[src/dmpc_pkg.sv]
// Types, constants and register codes of the depth and mask pixel conditioner.
package dmpc_pkg;

	localparam int COUNT_WIDTH   = 22;
	localparam int COUNT_FIELD_W = 22;
	localparam int CFG_IDX_W     = 3;

	localparam logic [COUNT_WIDTH-1:0] COUNT_MAX = '1;

	localparam logic [7:0]  RST_MASK_THRESHOLD = 8'd0;
	localparam logic [31:0] RST_COUNT_SCALE    = 32'd16777;
	localparam logic [31:0] RST_DEPTH_MIN      = 32'd6554;
	localparam logic [31:0] RST_DEPTH_MAX      = 32'd655360;
	localparam logic        RST_FLOAT_INPUT    = 1'b0;

	// exponent at which the 24-bit mantissa lands exactly on Q16.16
	localparam logic [7:0]  F_EXP_Q16   = 8'd134;
	localparam logic [7:0]  F_EXP_INF   = 8'hFF;
	localparam logic [7:0]  F_LSH_SAT   = 8'd9;
	localparam logic [7:0]  F_RSH_ZERO  = 8'd24;

	typedef enum logic [CFG_IDX_W-1:0] {
		REG_MASK_THRESHOLD = 3'd0,
		REG_COUNT_SCALE    = 3'd1,
		REG_DEPTH_MIN      = 3'd2,
		REG_DEPTH_MAX      = 3'd3,
		REG_FLOAT_INPUT    = 3'd4
	} cfg_reg_t;

	typedef struct packed {
		logic [31:0] raw_depth;
		logic [7:0]  mask_byte;
		logic        frame_end;
	} in_t;

	typedef struct packed {
		logic [31:0]              depth_meters;
		logic                     robot_flag;
		logic                     depth_valid;
		logic                     last_pixel;
		logic [COUNT_FIELD_W-1:0] masked_count;
		logic [COUNT_FIELD_W-1:0] filtered_count;
		logic [COUNT_FIELD_W-1:0] active_count;
	} out_t;

	typedef struct packed {
		logic [7:0]  mask_threshold;
		logic [31:0] count_scale;
		logic [31:0] depth_min;
		logic [31:0] depth_max;
		logic        float_input;
	} cfg_t;

	typedef struct packed {
		logic [31:0] q;
		logic        ok;
	} conv_t;

	typedef struct packed {
		logic [COUNT_FIELD_W-1:0] masked;
		logic [COUNT_FIELD_W-1:0] filtered;
		logic [COUNT_FIELD_W-1:0] active;
	} cnt_t;

endpackage

[src/dmpc_cfg.sv]
// Configuration register file.
module dmpc_cfg (
	input  logic                            clk,
	input  logic                            arst_n,
	input  logic                            wr_en,
	input  logic [dmpc_pkg::CFG_IDX_W-1:0]  wr_index,
	input  logic [31:0]                     wr_data,
	output dmpc_pkg::cfg_t                  cfg
);
	import dmpc_pkg::*;

	cfg_t cfg_q;

	always_ff @(posedge clk or negedge arst_n) begin
		if (!arst_n) begin
			cfg_q.mask_threshold <= RST_MASK_THRESHOLD;
			cfg_q.count_scale    <= RST_COUNT_SCALE;
			cfg_q.depth_min      <= RST_DEPTH_MIN;
			cfg_q.depth_max      <= RST_DEPTH_MAX;
			cfg_q.float_input    <= RST_FLOAT_INPUT;
		end else if (wr_en) begin
			case (cfg_reg_t'(wr_index))
				REG_MASK_THRESHOLD: cfg_q.mask_threshold <= wr_data[7:0];
				REG_COUNT_SCALE:    cfg_q.count_scale    <= wr_data;
				REG_DEPTH_MIN:      cfg_q.depth_min      <= wr_data;
				REG_DEPTH_MAX:      cfg_q.depth_max      <= wr_data;
				REG_FLOAT_INPUT:    cfg_q.float_input    <= wr_data[0];
				default: ;
			endcase
		end
	end

	assign cfg = cfg_q;

endmodule

[src/dmpc_conv.sv]
// Depth conversion to Q16.16 meters with finiteness and range checks.
module dmpc_conv (
	input  dmpc_pkg::cfg_t  cfg,
	input  logic [31:0]     raw_depth,
	output dmpc_pkg::conv_t res
);
	import dmpc_pkg::*;

	logic [47:0] prod;
	logic [31:0] cnt_q;
	logic [7:0]  f_exp;
	logic [31:0] f_mant;
	logic [7:0]  sh;
	logic [31:0] f_q;
	logic        f_ok;
	logic [31:0] q_pre;
	logic        ok_pre;
	logic        in_range;

	always_comb begin
		prod  = 48'(raw_depth[15:0]) * 48'(cfg.count_scale);
		cnt_q = (prod[47:40] != 8'd0) ? 32'hFFFF_FFFF : prod[39:8];

		f_exp  = raw_depth[30:23];
		f_mant = {8'd0, 1'b1, raw_depth[22:0]};
		f_ok   = (f_exp != F_EXP_INF) && !(raw_depth[31] && (raw_depth[30:0] != 31'd0));
		sh     = 8'd0;
		if (f_exp == 8'd0) begin
			f_q = 32'd0;
		end else if (f_exp >= F_EXP_Q16) begin
			sh  = f_exp - F_EXP_Q16;
			f_q = (sh >= F_LSH_SAT) ? 32'hFFFF_FFFF : (f_mant << sh[3:0]);
		end else begin
			sh  = F_EXP_Q16 - f_exp;
			f_q = (sh >= F_RSH_ZERO) ? 32'd0 : (f_mant >> sh[4:0]);
		end

		q_pre    = cfg.float_input ? f_q : cnt_q;
		ok_pre   = cfg.float_input ? f_ok : 1'b1;
		in_range = (q_pre >= cfg.depth_min) && (q_pre <= cfg.depth_max);
		res.ok   = ok_pre && in_range;
		res.q    = res.ok ? q_pre : 32'd0;
	end

endmodule

[src/dmpc_count.sv]
// Per-frame saturating pixel counters.
module dmpc_count (
	input  logic          clk,
	input  logic          arst_n,
	input  logic          step,
	input  logic          robot,
	input  logic          ok,
	input  logic          last,
	output dmpc_pkg::cnt_t cnt
);
	import dmpc_pkg::*;

	logic [COUNT_WIDTH-1:0] masked_q, filtered_q, active_q;
	logic [COUNT_WIDTH-1:0] masked_nx, filtered_nx, active_nx;

	always_comb begin
		masked_nx   = (robot && masked_q != COUNT_MAX) ? masked_q + 1'b1 : masked_q;
		active_nx   = (ok && active_q != COUNT_MAX) ? active_q + 1'b1 : active_q;
		filtered_nx = (!ok && filtered_q != COUNT_MAX) ? filtered_q + 1'b1 : filtered_q;
		if (last) begin
			cnt.masked   = COUNT_FIELD_W'(masked_nx);
			cnt.filtered = COUNT_FIELD_W'(filtered_nx);
			cnt.active   = COUNT_FIELD_W'(active_nx);
		end else begin
			cnt = '0;
		end
	end

	always_ff @(posedge clk or negedge arst_n) begin
		if (!arst_n) begin
			masked_q   <= '0;
			filtered_q <= '0;
			active_q   <= '0;
		end else if (step) begin
			masked_q   <= last ? '0 : masked_nx;
			filtered_q <= last ? '0 : filtered_nx;
			active_q   <= last ? '0 : active_nx;
		end
	end

endmodule

[src/depth_mask_pixel_conditioner_top.sv]
// Top level of the depth and mask pixel conditioner.
//
//   channel | dir | handshake         | payload
//   in      | in  | in_valid/in_stall | in_data (raw_depth, mask_byte, frame_end)
//   out     | out | out_valid/out_stall | out_data (depth, flags, frame counts)
//   cfg     | in  | cfg_valid/cfg_ready | cfg_index, cfg_data
//
// One pixel per clock sustained while out_stall is low; out_valid follows the result register.
// Input register, then conversion, range check and counters feed the result register.
// Reset clears valid bits, counters and loads register defaults.
// in_stall rises only when both registers hold a beat and out_stall is high.
module depth_mask_pixel_conditioner_top (
	input  logic                           clk,
	input  logic                           arst_n,
	input  logic                           in_valid,
	output logic                           in_stall,
	input  dmpc_pkg::in_t                  in_data,
	output logic                           out_valid,
	input  logic                           out_stall,
	output dmpc_pkg::out_t                 out_data,
	input  logic                           cfg_valid,
	output logic                           cfg_ready,
	input  logic [dmpc_pkg::CFG_IDX_W-1:0] cfg_index,
	input  logic [31:0]                    cfg_data
);
	import dmpc_pkg::*;

	cfg_t  cfg;
	conv_t conv;
	cnt_t  cnt;

	in_t   in_s1;
	logic  v_s1;
	out_t  out_s2;
	logic  v_s2;

	logic  adv2;
	logic  load2;
	logic  robot;

	assign cfg_ready = 1'b1;
	assign adv2      = !v_s2 || !out_stall;
	assign load2     = v_s1 && adv2;
	assign in_stall  = v_s1 && !adv2;
	assign robot     = in_s1.mask_byte > cfg.mask_threshold;

	dmpc_cfg u_cfg (
		.clk      (clk),
		.arst_n   (arst_n),
		.wr_en    (cfg_valid && cfg_ready),
		.wr_index (cfg_index),
		.wr_data  (cfg_data),
		.cfg      (cfg)
	);

	dmpc_conv u_conv (
		.cfg       (cfg),
		.raw_depth (in_s1.raw_depth),
		.res       (conv)
	);

	dmpc_count u_count (
		.clk    (clk),
		.arst_n (arst_n),
		.step   (load2),
		.robot  (robot),
		.ok     (conv.ok),
		.last   (in_s1.frame_end),
		.cnt    (cnt)
	);

	always_ff @(posedge clk or negedge arst_n) begin
		if (!arst_n) begin
			v_s1 <= 1'b0;
			v_s2 <= 1'b0;
		end else begin
			if (!in_stall) v_s1 <= in_valid;
			if (adv2) v_s2 <= v_s1;
		end
	end

	always_ff @(posedge clk) begin
		if (in_valid && !in_stall) in_s1 <= in_data;
		if (load2) begin
			out_s2.depth_meters   <= conv.q;
			out_s2.robot_flag     <= robot;
			out_s2.depth_valid    <= conv.ok;
			out_s2.last_pixel     <= in_s1.frame_end;
			out_s2.masked_count   <= cnt.masked;
			out_s2.filtered_count <= cnt.filtered;
			out_s2.active_count   <= cnt.active;
		end
	end

	assign out_valid = v_s2;
	assign out_data  = out_s2;

endmodule

[config.mk]
export PLATFORM = sky130hd
export DESIGN_NAME = depth_mask_pixel_conditioner_top
export DESIGN_NICKNAME = d
export VERILOG_FILES = /design/src/dmpc_pkg.sv /design/src/dmpc_cfg.sv /design/src/dmpc_conv.sv /design/src/dmpc_count.sv /design/src/depth_mask_pixel_conditioner_top.sv
export SDC_FILE = /design/constraint.sdc
export NUM_CORES = 2
export LEC_CHECK = 0
export BUFFER_PORTS_ARGS = -buffer_cell sky130_fd_sc_hd__buf_2
export CORE_AREA = 8 8 403 405
export DETAILED_ROUTE_END_ITERATION = 10
export DIE_AREA = 0 0 411 413
export PLACE_DENSITY = 0.4
export SLEW_MARGIN = 30
export SYNTH_ARGS = -nofsm -noshare
export SYNTH_HDL_FRONTEND = slang
export SYNTH_SLANG_ARGS = --single-unit
[constraint.sdc]
create_clock -name clk -period 11.6 [get_ports clk]
set_clock_uncertainty 0.05 [all_clocks]
set_input_delay 1.16 -clock clk [delete_from_list [all_inputs] [get_ports clk]]
set_output_delay 1.16 -clock clk [all_outputs]
set_load 0.02 [all_outputs]
==> out/metrics.sh <==
OUTCOME='finished clean'
CTS_ROOT_BUF='sky130_fd_sc_hd__clkbuf_16'
MAX_FREQ_GHz=0.09182
CRIT_PATH_START_KIND='flip-flop'
CLK_PIN_SLEW_NS=0.06
NUMPLACEDINSTANCES=5972
REGISTER_TO_REGISTER_SETUP_SLACK_NS=0.71
DIEWIDTH_UM=411
HPWLAFTERDP_UM=99840
CRIT_PATH_MAX_FANOUT=25
SETUP.WORST_PATH.END_CLASS='flip-flop'
DP_WORST_SETUP_SLACK_NS=0.6026
TOP_CELL_TYPE_BY_TOTAL_AREA_AFTER_SYNTHESIS='sky130_fd_sc_hd__fa_1'
CTS_TREE='yes'
REPORT.FINAL.SLEW_VIOL_COUNT=0
DIE_AREA_MM2=0.1697
WORST_EP_REQUIRED_TIME_NS=11.89
DRT_PRE_ANTENNA_ITERS=7
SYNTHFLOPTYPE='sky130_fd_sc_hd__dfrtp_1'
DIE_H_UM=413
CLOCK_INSERTION_DELAY_WORST_SKEW_NS=0.59
COUNT_OF_STATE_ELEMENTS_AFTER_SYNTHESIS=315
AVGROUTEDWIREPERCELL_UM=20.90
INITIAL_ANTENNA_VIOLATION_COUNT=31
WORSTPATHARRIVAL_NS=11.18
FINALWORSTPATHREQUIREDPERIOD_NS=10.89
TIMING.FINAL.HOLD_VIOLATIONS=0
GRTUSAGETOTAL_PCT=14.66
CTS.REPAIR.RESIZED=0
CTS_MAX_PATH_BUFFERS=3
TIGHTEST_SLEW_NS=0.9577
TOTAL_NUMBER_OF_PLACEMENT_ROWS=145
POSTROUTEANTENNANETS=0
POSTSYNTHNETCOUNT=4573
R2R_END='out_data[39]'
NUMBER_OF_MAXIMUM_CAPACITANCE_VIOLATIONS=0
PLACE_CONGESTION=0.8859
CRITICAL-PATH-TOP-CELL-BY-COUNT='sky130_fd_sc_hd__fa_1'
NUMBER_OF_PRIMARY_I_O_PINS=185
MAPPED_AVG_CELL_AREA_UM2=9.183
SYNTH_EDF_COUNT=142
CTSHTREEMAXLEVEL=2
FINALWIRELENGTH_UM=126800
GRT_MAX_DEGREE=72
GRT_PASS1_WL_UM=192000
GRT_PASS1_VIAS=29350
MAIN_AREA_CONTRIBUTORS_AFTER_SYNTHESIS='sky130_fd_sc_hd__fa_1 (23%), sky130_fd_sc_hd__edfxtp_1 (12%), sky130_fd_sc_hd__dfrtp_1 (11%)'
POST_ROUTE_CELLS_DRIVE_ABOVE_1_SHARE_PCT=13.12
AREA_GROWTH_SYN_TO_LAYOUT_PCT=14.22
WORST_PATH_LARGEST_CELL_DELAY_NS=0.82
SYNTH_CELL_TYPES=89
FIN_TNS_SETUP_NS=0
CTS.SINKS=315
YS_TOP_CELLS_BY_COUNT='sky130_fd_sc_hd__nand2_1 (547), sky130_fd_sc_hd__inv_1 (544), sky130_fd_sc_hd__fa_1 (417), sky130_fd_sc_hd__and2_1 (251), sky130_fd_sc_hd__clkbuf_1 (217)'
TRITONCTS.NUM_BUFFERS=41
FINAL_NETS=4660
AREA_SHARE_OF_THE_LEADING_CELL_TYPE_IN_THE_SYNTHESIZED_NETLIST_PCT=23.46
INITIAL_CORE_UTIL_PCT=22.86
TOTAL_NUMBER_OF_YOSYS_WARNINGS=0
RR_WORST_DEPTH=34
TIMING.MAX_SLEW.REL_SLACK_PCT=36.16
FINALWORSTSETUPSLACK_NS=0.7087
POST_SYNTH_INSTANCE_AREA_MM2=0.03559
GR-TOTAL-OVERFLOW=0
PORT_BUFS=183
LAYOUT.CELLS.NON_FILLER=6065
LIBRARY_CELL_WITH_THE_HIGHEST_INSTANCE_COUNT_AFTER_SYNTHESIS='sky130_fd_sc_hd__nand2_1'
FLOORPLAN.CORE_AREA_MM2=0.1557
DRT_FIRST_ITER_VIOLATIONS=2199
VIA_DENSITY_PER_INSTANCE=4.655
MIN-DELAY-PATH-CLASS='in -> async'
FINAL_ROUTED_DRC_VIOLATION_TOTAL=0
RSZ0062_AT_GRT='false'
SYNTHARSTFLOPSHARE_PCT=54.92
WORST_PATH_CLASS_SETUP='reg -> reg'
FINAL.PERIOD_UTILIZATION_PCT=93.89
VIAS=28230
POST-ROUTE-UTIL_PCT=26.11
POST_SYNTH_INST_COUNT=3875
SYNTH_SEQ_AREA_SHARE_PCT=24.20
CRITICAL_PATH.REG2REG.STARTPOINT='in_s1[14]'
CRITPATHSLOWESTCELL='sky130_fd_sc_hd__edfxtp_1'
SETUP_VIOL=0
==> cell usage in the layout, fill, tap and decap left out, drive strengths merged, types with 18 or more instances in the layout <==
cell	instances
clkbuf	47
buf	292
and2	263
a21oi	146
mux2	74
nand2	547
a21o	50
nand4	51
xor2	28
dfrtp	159
o31ai	28
nor2	155
o311ai	18
or3	20
ha	200
o21ai	166
and3	26
edfxtp	142
nor4	20
inv	549
xnor2	40
nor3	49
nand3	53
a31oi	27
fa	417
o21a	19
nand2b	23
a221oi	25
o211ai	18
a22oi	24
mux4	28
mux2i	66
==> logic make-up (layout without fill, tap and decap cells) <==
logic type	after synthesis	in the layout	share of synthesized area (%)
buffers and inverters	795	915	8.484
adder cells (fa/ha/maj)	617	617	30.49
AO/OA/AOI/OAI	636	636	11.65
AND/OR/NAND/NOR	1275	1275	17.52
flip-flops	315	315	24.20
multiplexers	168	168	5.970
other	1	13	0.01054
XOR/XNOR	68	68	1.674
==> metrics by stage <==
stage | cell area, um2 | hold slack, ns
6_report | 40650 | 0.4547
5_1_grt | 40620 | 0.4665
4_1_cts | 40540 | 0.4578
3_5_place_dp | 39060 | 0.4439
3_3_place_gp | 39040 | 0.4396
2_1_floorplan | 35590 | 0.3744
==> registers in the layout, summed over array words and instances (netlist names) <==
signal,cells
u_cfg.cfg,105
out_data,101
in_s1,41
u_count.active_q,22
u_count.filtered_q,22
u_count.masked_q,22
out_valid,1
v_s1,1
==> critical path: cells and delay by family (launching register included) <==
family / cells / cell delay (ns)
adders and majority gates: 8 / 3.63
AOI/OAI and AO/OA: 15 / 3.62
buffers and inverters: 7 / 1.04
and+or+nand+nor: 3 / 1.17
muxes: 1 / 0.26
DFF: 1 / 0.82
==> metal layers <==
layer | GRT usage, % | vias up | part of all wire [%]
li1 | - | 13040 | -
met1 | 20.10 | 14450 | 45
met2 | 24.76 | 600 | 48
met3 | 2.223 | 140 | 5.4
met4 | 2.541 | 2 | 1.9
met5 | 0 | - | 0.0087
==> worst max-delay path by stage <==
stage / from / cells after the start / end / slack, ns
after floorplan: in_s1[11] / 35 / u_count.active_q[16] / 1.97
after global placement: in_s1[10] / 34 / out_data[39] / 0.67
after detailed placement: in_s1[10] / 33 / out_data[6] / 0.60
after CTS: in_s1[10] / 34 / out_data[39] / 0.57
after global routing: in_s1[11] / 33 / out_data[84] / 0.16
final: in_s1[14] / 34 / out_data[39] / 0.71
==> area by class of cell <==
type / instances / area, um2
clock inverter: 30 / 375.4
clock buffer: 46 / 1097
multi-input combinational: 2765 / 24050
timing repair buffer: 293 / 1848
antenna: 12 / 30.03
sequential: 315 / 8612
inverter: 546 / 2054
tap: 2058 / 2575
fill: 16860 / 115000
==> what timing repair did <==
action | in CTS | in global routing
endpoints found under the setup margin | 0 | 8
endpoints found under the hold margin | 0 | 0
setup buffers | 0 | 3
hold buffers | 0 | 0
Power is not shown: default switching activity piles up to over one toggle a cycle in this logic, so the estimate is an artifact.
